File: config.mk
export PLATFORM = sky130hd
export DESIGN_NAME = lnsc_queue
export DESIGN_NICKNAME = d
export VERILOG_FILES = /design/src/hdl/lnsc_pkg.sv /design/src/hdl/lnsc_queue.sv
export SDC_FILE = /design/constraint.sdc
export NUM_CORES = 2
export LEC_CHECK = 0
export BUFFER_PORTS_ARGS = -buffer_cell sky130_fd_sc_hd__clkbuf_2
export CAP_MARGIN = 20
export CORE_MARGIN = 1
export CORE_UTILIZATION = 56
export DETAILED_ROUTE_END_ITERATION = 16
export GPL_ROUTABILITY_DRIVEN = 0
export PLACE_DENSITY = 0.77
export SYNTH_ARGS = -nofsm -noshare
export SYNTH_HDL_FRONTEND = slang
export SYNTH_SLANG_ARGS = --single-unit
File: constraint.sdc
create_clock -name clock -period 4.66 [get_ports clock]
set_input_delay 0.932 -clock clock [delete_from_list [all_inputs] [get_ports clock]]
set_output_delay 0.932 -clock clock [all_outputs]
set_load 0.02 [all_outputs]
File: src/hdl/lnsc_pkg.sv
// Shared types and constants for the letterbox nearest-neighbor scaler.
package lnsc_pkg;

   localparam int CSR_W   = 12;
   localparam int COORD_W = 11;
   localparam int IDX_W   = 16;
   localparam int PIX_W   = 32;
   localparam int PROD_W  = 23;
   localparam int QUO_W   = 12;
   localparam int ADDR_W  = 24;
   localparam int NDIV    = 12;
   localparam int NSTAGE  = NDIV + 3;
   localparam int QDEPTH  = 32;
   localparam int QPTR_W  = $clog2(QDEPTH);
   localparam int QCNT_W  = $clog2(QDEPTH + 1);

   typedef enum logic [2:0] {
      CSR_SRC_WIDTH  = 3'd0,
      CSR_SRC_HEIGHT = 3'd1,
      CSR_LAYER_SIZE = 3'd2,
      CSR_FIT_WIDTH  = 3'd3,
      CSR_FIT_HEIGHT = 3'd4
   } csr_index_type;

   typedef enum logic {
      FUNC_WRITE = 1'b0,
      FUNC_READ  = 1'b1
   } func_type;

   // one operation handed from the front pipeline to the store side
   typedef struct packed {
      func_type            func;
      logic                hit;
      logic                ins;
      logic [ADDR_W-1:0]   addr;
      logic [PIX_W-1:0]    data;
   } op_type;

   // one stage of the front pipeline; axis 0 is x, axis 1 is y
   typedef struct packed {
      logic                    vld;
      func_type                func;
      logic [IDX_W-1:0]        idx;
      logic [PIX_W-1:0]        data;
      logic                    ins;
      logic [1:0][PROD_W-1:0]  rem;
      logic [1:0][QUO_W-1:0]   quo;
      logic [ADDR_W-1:0]       addr;
   } front_stage_type;

   // one restoring-division step on both axes, quotient bit NDIV-1-j
   function automatic front_stage_type div_step(input front_stage_type s,
                                                input logic [1:0][QUO_W-1:0] f,
                                                input int j);
      front_stage_type   r;
      logic [PROD_W-1:0] dvs;
      r = s;
      for (int a = 0; a < 2; a++) begin
         dvs = {f[a], {(PROD_W-QUO_W){1'b0}}} >> j;
         if (s.rem[a] >= dvs) begin
            r.rem[a] = s.rem[a] - dvs;
            r.quo[a][NDIV-1-j] = 1'b1;
         end
      end
      return r;
   endfunction

endpackage

File: src/hdl/lnsc_queue.sv
// Short queue of operations between the front pipeline and the store side.
module lnsc_queue (
   input  logic             clock,
   input  logic             reset,
   input  logic             push,
   input  lnsc_pkg::op_type push_op,
   input  logic             pop,
   output logic             empty,
   output lnsc_pkg::op_type head
);

   lnsc_pkg::op_type mem_ff [lnsc_pkg::QDEPTH];
   logic [lnsc_pkg::QPTR_W-1:0] wptr_ff, rptr_ff;
   logic [lnsc_pkg::QCNT_W-1:0] cnt_ff;

   always_ff @(posedge clock) begin
      if (push) begin
         mem_ff[wptr_ff] <= push_op;
      end
   end

   always_ff @(posedge clock) begin
      if (reset) begin
         wptr_ff <= '0;
         rptr_ff <= '0;
         cnt_ff  <= '0;
      end else begin
         if (push) begin
            wptr_ff <= wptr_ff + 1'b1;
         end
         if (pop) begin
            rptr_ff <= rptr_ff + 1'b1;
         end
         cnt_ff <= cnt_ff + lnsc_pkg::QCNT_W'(push) - lnsc_pkg::QCNT_W'(pop);
      end
   end

   assign empty = (cnt_ff == '0);
   assign head  = mem_ff[rptr_ff];

endmodule

* After elaboration in Yosys (flattened, before gate mapping) *
Memory sizes are Yosys's and may differ from the RTL's. A register that Yosys moved wholly into a read port is not among the register bits.
Index checks and enable logic that the tools add are counted.

storage, ports and cells
  flip-flop bits (word level) = 16
  RAM bits = 1,888
  input port bits = 63
  output and inout port bits = 60
  logic and storage cells = 13
  memories = 1

cells by class
  $add $sub $neg = 4
  multiplexer cells = 4
  reductions and logical operators = 1

memory list
  name    words  bits a word  rd ports  clocked after Yosys merged registers in  wr ports  RTL line          source
  mem_ff  32     59           1         1                                        1         lnsc_queue.sv:12  lnsc_pkg::op_type mem_ff [lnsc_pkg::QDEPTH];

operators with widths
  kind                   number
  $add A5 B1 Y5 const B  2
  $mux W5                2
  $add A6 B1 Y6          1
  $logic_not A6 Y1       1
  $sub A6 B1 Y6          1
  $mux W1                2

* Depth between registers and ports, before layout *
  depth after elaboration = 3
  gate-level depth with buffers = 10
  depth with buffers taken out = 10

* Least setup slack after synthesis *
OpenSTA, ideal clock, no wires.

  path kind = input to register
  start = input push
  end = memory mem_ff[15][0] (netlist name) (enable)
  data arrival time = 3,962 ps
  required time = 4,182 ps
  path slack = 220 ps
  stages = 3
  cells stage by stage = clkbuf_1 -> nand2_1 -> nor2_1

between the ends
  cells in the longest elaborated chain, start to end = 2

ends and longest elaborated chain
  item                           RTL line          source
  start: declaration             lnsc_queue.sv:5   input logic push,
  $mux W1                        lnsc_queue.sv:17  if (push) begin
  $mux W1 (not written as such)  lnsc_queue.sv:18  mem_ff[wptr_ff] <= push_op;
  end: declaration               lnsc_queue.sv:12

No other way between the ends.

==> results.tsv <==
metric	value	unit
ys_ff_latch	1909	
yosysSeqAreaShare	78.1	%
max_freq	220	MHz
routedLengthMet1	64.8	mm
met2WireLength	85.9	mm
end_kind	output pin	
final_cell_area	82600	um2
status	finished clean	
whs	544	ps
worstSkewPairLatency	800	ps
synth_top_area_share	77.5	%
tns	0	ps
hold_viol_final	0	
vias_per_cell	6.53	
leakage	25.6	nW
start_util	56.5	%
grt_setup_unrepaired	no	
p_per_area	425	nW/um2
cts_buffers	181	
slowest_delay	690	ps
async_reset_ff_share	0	%
multi_input_area	15400	um2
hpwl	89.4	mm
irDropWorstVdd	0.406	mV
cts_buffer_depth	3	
drc	0	
ioPinCount	123	
wl	174	mm
post-route-min-period	4540	ps
setup_viol_count_final	0	
fin_util	63.8	%
die_w	363	um
synthTopCellsByArea	edfxtp_1 (77%), mux4_2 (7.3%), mux2_2 (5.4%), a22o_1 (1.4%), a211oi_1 (1.2%)	
hold_class	reg -> reg	
cp_cell_sequence	nand2_1 -> nor2_4 -> buf_6 -> a22o_1 -> or4_1 -> clkbuf_2	
num_rows	132	
grt_max_degree	82	
track_usage	26.5	%
routed-wl-met3	16.7	mm
fin_nets	3924	
tritoncts	built	
grt_pass1_wl	252	mm
nFillCells	8281	
drive_gt1_share	28.7	%
worst_pin_slew	1040	ps
placed_area	76800	um2
crit_fanout	42	
fin_skew	30.3	ps
numClockSinks	1909	
htree_levels	4	
cp-start-kind	flip-flop	
drt_first_pass_iters	9	
drtAntennaViolNets	0	
max_cap_violations	0	
die_height	363	um
drv_slew	0	
grt_pass1_vias	37527	
num_vias	37453	
cts-hold-fix-buffers	0	
synth_edf_count	1888	
synth_top_cell_by_area	edfxtp_1	
slew_headroom	30.5	%
clk_pin_slew	70	ps
antenna_found_initial	8	
synthesis.nets	3690	
arrival	3600	ps
synthDistinctLibCells	41	
clockRootBuffer	clkbuf_16	
synth_cells	3613	
syn-cell-area	73200	um2
critPathRequiredTime	3730	ps
p_total	35.1	mW
worstSetupPathType	reg -> out	
port_buffers	122	
syn_area_per_cell	20.2	um2
register_area	57100	um2
die-area	132000	um2
yosysWarnings	0	
grt.overflow.total	0	
drt_iter0_drc	5213	
post-route-period-util	97.4	%
core-area	129000	um2
wl_per_cell	30.3	um
area_delta_synth_final	12.9	%
synth_flop_cell	edfxtp_1	
top_layer	met5	
cpMaxStageDelayCell	nor2_4	
-- where the power goes --
part | internal (mW) | leakage, nW | switching, mW
Sequential | 19.0 | 17.2 | 0.0418
Clock | 7.98 | 2.76 | 6.11
Combinational | 0.734 | 5.65 | 1.21
Total | 27.7 | 25.6 | 7.36
-- registers in the layout, summed over array words and instances, names as in the netlist, named ones only --
signal / count
wptr_ff: 5
rptr_ff: 5
mem_ff: 1888
cnt_ff: 6
-- cell usage in the layout (no fill, tap or decap), drive strengths merged, types with 3 or more instances in the layout --
cell       n
a211oi   118
a22o     118
buf      143
bufinv    14
clkbuf   339
clkinv    90
dfxtp     21
diode      3
edfxtp  1888
ha        13
inv       18
mux2     354
mux4     236
nand2     11
nand2b     3
nand3b     3
nand4      3
nor2      51
nor2b    120
nor3     120
o21ai    119
o22ai    118
or4       60
xnor2      3
xor2       6
-- synthesized netlist by cell type (all sizes together) (11+ instances only) --
master,number
a211oi,118
a22o,118
buf,53
clkbuf,161
dfxtp,21
edfxtp,1888
ha,13
inv,13
mux2,354
mux4,236
nand2,11
nor2,51
nor2b,120
nor3,120
o21ai,119
o22ai,118
or4,60
-- layout make-up --
type | instances | area share, %
sequential | 1909 | 69.2
multi-input combinational | 1477 | 18.6
clock buffer | 217 | 5.73
timing repair buffer | 265 | 2.69
tap | 1742 | 2.64
clock inverter | 111 | 1.08
inverter | 13 | 0.0591
antenna | 3 | 0.00909
-- per-stage QoR --
step | worst slack, ps | std cells
finish | 123 | 5737
global route | 42.0 | 5736
CTS | 5.27 | 5728
detailed placement | 751 | 5399
global placement | 747 | 5399
floorplan | 220 | 3613
-- layer usage --
| layer | track usage (%) | vias to the layer above |
|---|---|---|
| li1 | - | 15409 |
| met1 | 35.8 | 19423 |
| met2 | 43.4 | 2195 |
| met3 | 4.92 | 418 |
| met4 | 10.1 | 8 |
| met5 | 0 | - |
-- critical path, delay by kind of cell (launching register included) --
| family | cells | cell delay [ps] |
|---|---|---|
| simple gates | 3 | 1150 |
| buf+inv | 2 | 890 |
| flops | 1 | 490 |
| compound gates | 1 | 240 |
-- kinds of logic (layout without fill, tap and decap cells) --
logic type	after synthesis	in the layout	share of synthesized area [%]
mux	592	592	12.7
buf+inv	227	606	1.35
flops	1909	1909	78.1
simple gates	382	382	2.97
other cells	0	3	0
xor+xnor	9	9	0.108
compound gates	480	480	4.51
fa+ha+maj	14	14	0.250
-- what timing repair did --
item,in CTS,in global routing
buffers inserted,1,6
endpoints found under the setup margin,29,10
resized for setup,1,0
-- path summary, 6_finish.rpt --
kind	start	end	slack [ps]	depth (start not counted)
worst min register to register	rptr_ff[4]	flip-flop	540	2
worst max-delay path	flip-flop	head[17]	120	6
worst min-delay path	rptr_ff[4]	flip-flop	540	2
worst max register to register	wptr_ff[0]	mem_ff[14][40]	1950	5
Note: power is estimated with default switching activity, not from simulation.
