File: src/hdl/lnsc_pkg.sv
// Shared types and constants for the letterbox nearest-neighbor scaler.
package lnsc_pkg;

   localparam int CSR_W   = 12;
   localparam int COORD_W = 11;
   localparam int IDX_W   = 16;
   localparam int PIX_W   = 32;
   localparam int PROD_W  = 23;
   localparam int QUO_W   = 12;
   localparam int ADDR_W  = 24;
   localparam int NDIV    = 12;
   localparam int NSTAGE  = NDIV + 3;
   localparam int QDEPTH  = 32;
   localparam int QPTR_W  = $clog2(QDEPTH);
   localparam int QCNT_W  = $clog2(QDEPTH + 1);

   typedef enum logic [2:0] {
      CSR_SRC_WIDTH  = 3'd0,
      CSR_SRC_HEIGHT = 3'd1,
      CSR_LAYER_SIZE = 3'd2,
      CSR_FIT_WIDTH  = 3'd3,
      CSR_FIT_HEIGHT = 3'd4
   } csr_index_type;

   typedef enum logic {
      FUNC_WRITE = 1'b0,
      FUNC_READ  = 1'b1
   } func_type;

   // one operation handed from the front pipeline to the store side
   typedef struct packed {
      func_type            func;
      logic                hit;
      logic                ins;
      logic [ADDR_W-1:0]   addr;
      logic [PIX_W-1:0]    data;
   } op_type;

   // one stage of the front pipeline; axis 0 is x, axis 1 is y
   typedef struct packed {
      logic                    vld;
      func_type                func;
      logic [IDX_W-1:0]        idx;
      logic [PIX_W-1:0]        data;
      logic                    ins;
      logic [1:0][PROD_W-1:0]  rem;
      logic [1:0][QUO_W-1:0]   quo;
      logic [ADDR_W-1:0]       addr;
   } front_stage_type;

   // one restoring-division step on both axes, quotient bit NDIV-1-j
   function automatic front_stage_type div_step(input front_stage_type s,
                                                input logic [1:0][QUO_W-1:0] f,
                                                input int j);
      front_stage_type   r;
      logic [PROD_W-1:0] dvs;
      r = s;
      for (int a = 0; a < 2; a++) begin
         dvs = {f[a], {(PROD_W-QUO_W){1'b0}}} >> j;
         if (s.rem[a] >= dvs) begin
            r.rem[a] = s.rem[a] - dvs;
            r.quo[a][NDIV-1-j] = 1'b1;
         end
      end
      return r;
   endfunction

endpackage

File: src/hdl/lnsc_front.sv
// Front pipeline: config registers, fit test, scale multiply, division, address.
module lnsc_front #(
   parameter int SRC_PIXELS = 65536,
   parameter int MAX_EDGE   = 2048
) (
   input  logic                         clock,
   input  logic                         reset,
   input  logic                         req_valid,
   output logic                         req_stall,
   input  logic                         req_func,
   input  logic [lnsc_pkg::IDX_W-1:0]   req_pixel_index,
   input  logic [lnsc_pkg::PIX_W-1:0]   req_pixel_data,
   input  logic [lnsc_pkg::COORD_W-1:0] req_layer_x,
   input  logic [lnsc_pkg::COORD_W-1:0] req_layer_y,
   input  logic                         csr_valid,
   input  logic [2:0]                   csr_index,
   input  logic [lnsc_pkg::CSR_W-1:0]   csr_data,
   input  logic                         pop,
   output logic                         push,
   output lnsc_pkg::op_type             push_op
);

   localparam logic [12:0] EDGE_CAP = 13'(MAX_EDGE);
   localparam logic [lnsc_pkg::ADDR_W:0] SRC_LIM = (lnsc_pkg::ADDR_W+1)'(SRC_PIXELS);

   logic [lnsc_pkg::CSR_W-1:0] src_width_ff, src_height_ff, layer_size_ff;
   logic [lnsc_pkg::CSR_W-1:0] fit_width_ff, fit_height_ff;

   always_ff @(posedge clock) begin
      if (reset) begin
         src_width_ff  <= 12'd1;
         src_height_ff <= 12'd1;
         layer_size_ff <= 12'd64;
         fit_width_ff  <= 12'd64;
         fit_height_ff <= 12'd64;
      end else if (csr_valid) begin
         unique case (lnsc_pkg::csr_index_type'(csr_index))
            lnsc_pkg::CSR_SRC_WIDTH:  src_width_ff  <= csr_data;
            lnsc_pkg::CSR_SRC_HEIGHT: src_height_ff <= csr_data;
            lnsc_pkg::CSR_LAYER_SIZE: layer_size_ff <= csr_data;
            lnsc_pkg::CSR_FIT_WIDTH:  fit_width_ff  <= csr_data;
            lnsc_pkg::CSR_FIT_HEIGHT: fit_height_ff <= csr_data;
            default: ;
         endcase
      end
   end

   logic [12:0]                               edge_w;
   logic [1:0][lnsc_pkg::QUO_W-1:0]           fit_raw, fsz, src_eff;
   logic [1:0][lnsc_pkg::QUO_W-1:0]           off;
   logic [1:0][lnsc_pkg::COORD_W-1:0]         crd, u;
   logic [1:0]                                in_ax;

   always_comb begin
      edge_w = ({1'b0, layer_size_ff} < EDGE_CAP) ? {1'b0, layer_size_ff} : EDGE_CAP;
      fit_raw[0] = fit_width_ff;
      fit_raw[1] = fit_height_ff;
      src_eff[0] = (src_width_ff != '0) ? src_width_ff : 12'd1;
      src_eff[1] = (src_height_ff != '0) ? src_height_ff : 12'd1;
      crd[0] = req_layer_x;
      crd[1] = req_layer_y;
      for (int a = 0; a < 2; a++) begin
         fsz[a] = ({1'b0, fit_raw[a]} < edge_w) ? fit_raw[a] : edge_w[11:0];
         off[a] = 12'((edge_w - {1'b0, fsz[a]}) >> 1);
         in_ax[a] = (fsz[a] != '0) && ({2'b0, crd[a]} >= {1'b0, off[a]}) &&
                    ({2'b0, crd[a]} < ({1'b0, off[a]} + {1'b0, fsz[a]}));
         u[a] = 11'({2'b0, crd[a]} - {1'b0, off[a]});
      end
   end

   logic accept;
   logic [lnsc_pkg::QCNT_W-1:0] occ_ff, occ_in;

   assign accept    = req_valid && !req_stall;
   // beats accepted but not yet drained from the queue
   assign req_stall = (occ_ff >= lnsc_pkg::QCNT_W'(lnsc_pkg::QDEPTH));
   assign occ_in    = occ_ff + lnsc_pkg::QCNT_W'(accept) - lnsc_pkg::QCNT_W'(pop);

   always_ff @(posedge clock) begin
      if (reset) begin
         occ_ff <= '0;
      end else begin
         occ_ff <= occ_in;
      end
   end

   lnsc_pkg::front_stage_type pipe_ff [lnsc_pkg::NSTAGE];
   lnsc_pkg::front_stage_type pipe_in [lnsc_pkg::NSTAGE];

   always_comb begin
      pipe_in[0]      = '0;
      pipe_in[0].vld  = accept;
      pipe_in[0].func = lnsc_pkg::func_type'(req_func);
      pipe_in[0].idx  = req_pixel_index;
      pipe_in[0].data = req_pixel_data;
      pipe_in[0].ins  = in_ax[0] && in_ax[1];
      for (int a = 0; a < 2; a++) begin
         pipe_in[0].rem[a] = {12'b0, u[a]};
      end
   end

   always_comb begin
      pipe_in[1] = pipe_ff[0];
      for (int a = 0; a < 2; a++) begin
         pipe_in[1].rem[a] = {12'b0, pipe_ff[0].rem[a][10:0]} * {11'b0, src_eff[a]};
      end
   end

   for (genvar j = 0; j < lnsc_pkg::NDIV; j++) begin : g_div
      assign pipe_in[j+2] = lnsc_pkg::div_step(pipe_ff[j+1], fsz, j);
   end

   always_comb begin
      pipe_in[lnsc_pkg::NSTAGE-1]      = pipe_ff[lnsc_pkg::NSTAGE-2];
      pipe_in[lnsc_pkg::NSTAGE-1].addr =
         {12'b0, pipe_ff[lnsc_pkg::NSTAGE-2].quo[1]} * {12'b0, src_eff[0]} +
         {12'b0, pipe_ff[lnsc_pkg::NSTAGE-2].quo[0]};
   end

   always_ff @(posedge clock) begin
      for (int i = 0; i < lnsc_pkg::NSTAGE; i++) begin
         if (reset) begin
            pipe_ff[i] <= '0;
         end else begin
            pipe_ff[i] <= pipe_in[i];
         end
      end
   end

   lnsc_pkg::front_stage_type last;

   always_comb begin
      last         = pipe_ff[lnsc_pkg::NSTAGE-1];
      push         = last.vld;
      push_op.func = last.func;
      push_op.data = last.data;
      if (last.func == lnsc_pkg::FUNC_WRITE) begin
         push_op.addr = {8'b0, last.idx};
         push_op.ins  = 1'b0;
         push_op.hit  = ({9'b0, last.idx} < SRC_LIM);
      end else begin
         push_op.addr = last.addr;
         push_op.ins  = last.ins;
         push_op.hit  = last.ins && ({1'b0, last.addr} < SRC_LIM);
      end
   end

endmodule

File: config.mk
export PLATFORM = sky130hd
export DESIGN_NAME = lnsc_front
export DESIGN_NICKNAME = d
export VERILOG_FILES = /design/src/hdl/lnsc_pkg.sv /design/src/hdl/lnsc_front.sv
export SDC_FILE = /design/constraint.sdc
export NUM_CORES = 2
export LEC_CHECK = 0
export BUFFER_PORTS_ARGS = -buffer_cell sky130_fd_sc_hd__buf_2
export CAP_MARGIN = 5
export CORE_MARGIN = 5
export CORE_UTILIZATION = 55
export DETAILED_ROUTE_END_ITERATION = 6
export GPL_ROUTABILITY_DRIVEN = 1
export PLACE_DENSITY = 0.71
export RECOVER_POWER = 50
export SLEW_MARGIN = 10
export SYNTH_ARGS = -nofsm -noshare
export SYNTH_HDL_FRONTEND = slang
export SYNTH_SLANG_ARGS = --single-unit
File: constraint.sdc
create_clock -name clock -period 7.53 [get_ports clock]
set_input_delay 1.506 -clock clock [delete_from_list [all_inputs] [get_ports clock]]
set_output_delay 1.506 -clock clock [all_outputs]
set_load 0.05 [all_outputs]
* After elaboration in Yosys (flattened, before gate mapping) *
Memory sizes are Yosys's and may differ from the RTL's.
Index checks and enable logic that the tools add are counted.

operators by class
  add/sub/neg operators = 33
  multiply operators = 3
  magnitude comparators = 33
  eq/ne operators = 4
  muxes and demuxes = 72
  bitwise logic cells = 15
  reduce and logical (&&, ||, !) cells = 18

operators by type and width
  cell                 number
  $mux W145            15
  $mux W23             24
  $mux W12             5
  $reduce_bool A12 Y1  4
  $ge A23 B12 Y1       2
  $ge A23 B13 Y1       2
  $ge A23 B14 Y1       2
  $ge A23 B15 Y1       2
  $ge A23 B16 Y1       2
  $ge A23 B17 Y1       2
  $ge A23 B18 Y1       2
  $ge A23 B19 Y1       2
  $ge A23 B20 Y1       2
  $ge A23 B21 Y1       2
  $ge A23 B22 Y1       2
  $ge A23 B23 Y1       2
  $mul A11 B12 Y23     2
  $sub A23 B12 Y23     2
  $sub A23 B13 Y23     2
  $sub A23 B14 Y23     2
  $sub A23 B15 Y23     2
  $sub A23 B16 Y23     2
  $sub A23 B17 Y23     2
  $sub A23 B18 Y23     2
  28 further kinds     90

word-level totals
  register bits after elaboration = 66
  bits in writable memories = 2,175
  word-level logic and storage cells = 185
  memories kept = 1

memories
  memory   depth  width  read ports  clocked after Yosys merged registers in  wr ports  line              source
  pipe_ff  15     145    15          0                                        15        lnsc_front.sv:87  lnsc_pkg::front_stage_type pipe_ff [lnsc_pkg::NSTAGE];

* Depth between registers and ports, before layout *
  depth after elaboration = 10
  depth in mapped cells = 38
  mapped depth without buffers = 31

* Least setup slack after synthesis *
OpenSTA, ideal clock, no wires.

  kind = register to register
  start = reg layer_size_ff[11] in the netlist's numbering
  end = mem pipe_ff[0][94] in the netlist's numbering
  setup time = 0.058 ns
  arrival = 6.907 ns
  data required time = 7.472 ns
  slack = 0.564 ns
  cell stages (with the launch flop) = 39
  buffers on the path = 7
  clock period less this slack = 6.966 ns
  cells stage by stage = dfxtp_1 > clkbuf_1 > nor2b_1 > clkbuf_1 > inv_1 > ha_1 > nand2_1 > o21ai_1 > a221o_1 > buf_6 > a22oi_4 > buf_6 > buf_4 > buf_2 > buf_4 > xnor2_1 > ha_1 > a21oi_1 > [... 3 more ...] > nor2_1 > o21ai_0 > a31oi_1 > xnor2_1 > ha_1 > or3_1 > o21ai_0 > a31o_2 > o21bai_1 > a21oi_1 > xor2_1 > ha_1 > and2_1 > o21ai_0 > o21ai_0 > and4_1 > o211ai_1 > o211a_1

RTL lines
  item                      line              source
  start: declaration        lnsc_front.sv:26  logic [lnsc_pkg::CSR_W-1:0] src_width_ff, src_height_ff, layer_size_ff;
  start signal: assignment  lnsc_front.sv:40  lnsc_pkg::CSR_LAYER_SIZE: layer_size_ff <= csr_data;
  end: declaration          lnsc_front.sv:87

==> impl_metrics.tcl <==
set metrics [dict create \
    rows 139 \
    power_frac_clock 0.293 \
    grt_first_pass_wirelength_um 295000 \
    synthMuxAreaShare 0.0141 \
    crit_arrival_ns 7.60 \
    dp.final_hpwl_um 131000 \
    die-area_sq_um 153000 \
    slowest_stage "a21oi_1" \
    synth_xor_area_frac 0.0608 \
    hp-class "flop to flop" \
    crit_required_ns 8.24 \
    status "finished with violations" \
    combPwrFrac 0.347 \
    max_freq_ghz 0.145 \
    postCtsHoldBufs 0 \
    gp_congestion 0.939 \
    tritoncts "done" \
    via_count 57000 \
    syn_to_final_growth_pct 9.61 \
    tns_ns 0 \
    pin_count 152 \
    p_per_area_nw_per_um2 329 \
    synthAdderAreaFrac 0.156 \
    drt-initial-drc-count 3771 \
    postRouteAntennaNets 0 \
    maxCapViolCount 4 \
    antenna_found_initial 4 \
    worst_pin_slew_ns 4.62 \
    grt_pass1_vias 56000 \
    synth_top_family_by_area "simple AND/OR/NAND/NOR gates" \
    worst-setup-path-type "flop to flop" \
    yosys.area_share.simple 0.218 \
    die_h_um 391 \
    clk_latency_ns 0.78 \
    synth_edf_count 0 \
    synth.avg_cell_area_sq_um 9.26 \
    synth_area_sq_um 79900 \
    fillers 12300 \
    synthCells 8619 \
    die_w_um 391 \
    period_minus_slack_ns 6.89 \
    path_clk_slew_ns 0.07 \
    slew_headroom -2.08 \
    cts_sinks 1585 \
    placed_cells 10300 \
    synth-main-ff-cell "dfxtp_1" \
    pwr-share-seq 0.361 \
    post_cts_buffers 0 \
    core_area_sq_um 144000 \
    setup_viol 0 \
    grt_overflow 0 \
    hold_violations 0 \
    nets 9430 \
    yosys_warnings 0 \
    grt_usage 0.236 \
    wl_per_cell_um 17.2 \
    skew_ns 0.0456 \
    cts_resized 0 \
    rsz0062_at_grt "no" \
    internal_power_mw 18.8 \
    io_buffers 151 \
    swShare 0.349 \
    leakagePower_nw 37.2 \
    root_buffer "clkbuf_16" \
    synth_cell_types 116 \
    cpPeakStageDelay_ns 0.59 \
    cp_max_fo 7 \
    power_switching_mw 10.1 \
    cts_made_buffers 163 \
    h-tree-depth 4 \
    drt-vias-per-instance 5.37 \
    period_share 0.915 \
    violations "design-rule violations, max-capacitance violations, max-slew violations" \
    syn_nets 9469 \
    ir_drop_v 0.000237 \
    grt_max_degree 247 \
    multiInputGateArea_sq_um 44000 \
    final_cells 10600 \
    async_flop_share 0 \
    drc 8 \
    drtPass1Iterations 7 \
    drv_slew 330 \
    totalWireLength_um 183000 \
    synth_compound_area_frac 0.102 \
    cp-end-kind "flop" \
    clock_path_buffers 3 \
    p_total_mw 28.8 \
    register_area_sq_um 31700 \
    start_util 0.555 \
    ys_seq_area_frac 0.397 \
    cp-start-kind "flop" \
    ys_seq_elements 1585 \
    drive_above_1_share 0.0749 \
]
## registers in the layout (all words and copies together) (netlist names)
register,cells
fit_height_ff,12
src_height_ff,12
occ_ff,6
src_width_ff,12
pipe_ff,1519
layer_size_ff,12
fit_width_ff,12
## critical path: cells and delay by family (launching register included)
kind | cells | cell delay (ns)
AO/OA/AOI/OAI | 17 | 3.03
adder cells (fa/ha/maj) | 5 | 1.38
buffers and inverters | 1 | 0.14
XOR/XNOR | 3 | 0.53
flip-flops | 1 | 0.40
AND/OR/NAND/NOR | 5 | 1.34
## synth_stat cells (60+ instances only)
library cell  instances  area (sq um)
xor2_1              137          1200
nor2_1              651          2440
maj3_1               64           641
o21ai_0             203          1020
fa_1                292          5850
and2_1              215          1350
buf_2                70           350
or3_1                97           607
a21oi_1             369          1850
ha_1                467          5840
clkbuf_1            297          1110
mux2i_1              82           821
inv_1               542          2030
nand2b_1             60           375
dfxtp_1            1585         31700
nor3_1               98           490
nor2b_1            1098          6870
xnor2_1             415          3630
nor4_1               73           457
a21o_1               81           608
nand2_1             720          2700
nand3_1              94           470
## worst paths after layout
| path | from | end | slack (ns) | depth (start not counted) |
|---|---|---|---|---|
| hold reg to reg | pipe_ff[1][570]$_SDFF_PP0_ | pipe_ff[1][715]$_SDFF_PP0_ | 0.42 | 1 |
| setup reg to reg | layer_size_ff[11]$_SDFFE_PP0P_ | pipe_ff[0][94]$_SDFF_PP0_ | 0.64 | 31 |
| setup / recovery | layer_size_ff[11]$_SDFFE_PP0P_ | pipe_ff[0][94]$_SDFF_PP0_ | 0.64 | 31 |
| hold / removal | pipe_ff[1][570]$_SDFF_PP0_ | pipe_ff[1][715]$_SDFF_PP0_ | 0.42 | 1 |
## area by class of cell
class | count | share of cell area
Sequential cell | 1585 | 0.363
Clock inverter | 84 | 0.0138
Tap cell | 1903 | 0.0272
Antenna cell | 3 | 0.0000858
Clock buffer | 215 | 0.0526
Multi-Input combinational cell | 6031 | 0.503
Timing Repair Buffer | 248 | 0.0172
Inverter | 551 | 0.0236
## cells in the final DEF (no fill, tap or decap), types with 98 or more instances in the layout
cell       synthesis  final
clkbuf_16          0    165
nor2_1           651    649
buf_2             70    117
ha_1             467    467
nand2_1          720    720
a21oi_1          369    368
xnor2_1          415    415
nor3_1            98     98
o21ai_0          203    201
nor2b_1         1098   1098
xor2_1           137    137
and2_1           215    214
inv_1            542    541
dfxtp_1         1585   1585
fa_1             292    292
## metrics by stage
step           area (sq um)  worst slack, ns   util  hold slack (ns)
3_5_place_dp          81800            0.777  0.568            0.420
2_1_floorplan         79900            0.564      -            0.414
5_1_grt               87500            0.130  0.608            0.438
3_3_place_gp          81800            0.755  0.568            0.416
6_report              87500            0.639  0.608            0.415
4_1_cts               87600            0.742  0.608            0.418
## cells by family after synthesis
kind of cell	after synthesis
adders and majority gates	833
AOI/OAI and AO/OA	1212
xor gates and xnor gates	553
DFF	1585
and+or+nand+nor	3325
muxes	108
buffers and inverters	1003
## routing by layer
metal | track usage | up-vias | wire, um
li1 | - | 28400 | -
met1 | 0.309 | 26800 | 81000
met2 | 0.394 | 1502 | 84700
met3 | 0.0363 | 381 | 10200
met4 | 0.0907 | 2 | 7010
met5 | 0 | - | 13
## power groups by stage
| stage | registers, mW | logic, mW | clock network, mW |
|---|---|---|---|
| 6_report | 10.4 | 9.99 | 8.43 |
| 5_1_grt | 10.5 | 11.1 | 9.01 |
| 3_3_place_gp | 10.5 | 9.66 | 0 |
| 4_1_cts | 10.4 | 9.95 | 8.64 |
| 3_5_place_dp | 10.5 | 9.86 | 0 |
| 2_1_floorplan | 10.0 | 8.14 | 0 |
(Power assumes the default switching activity.)
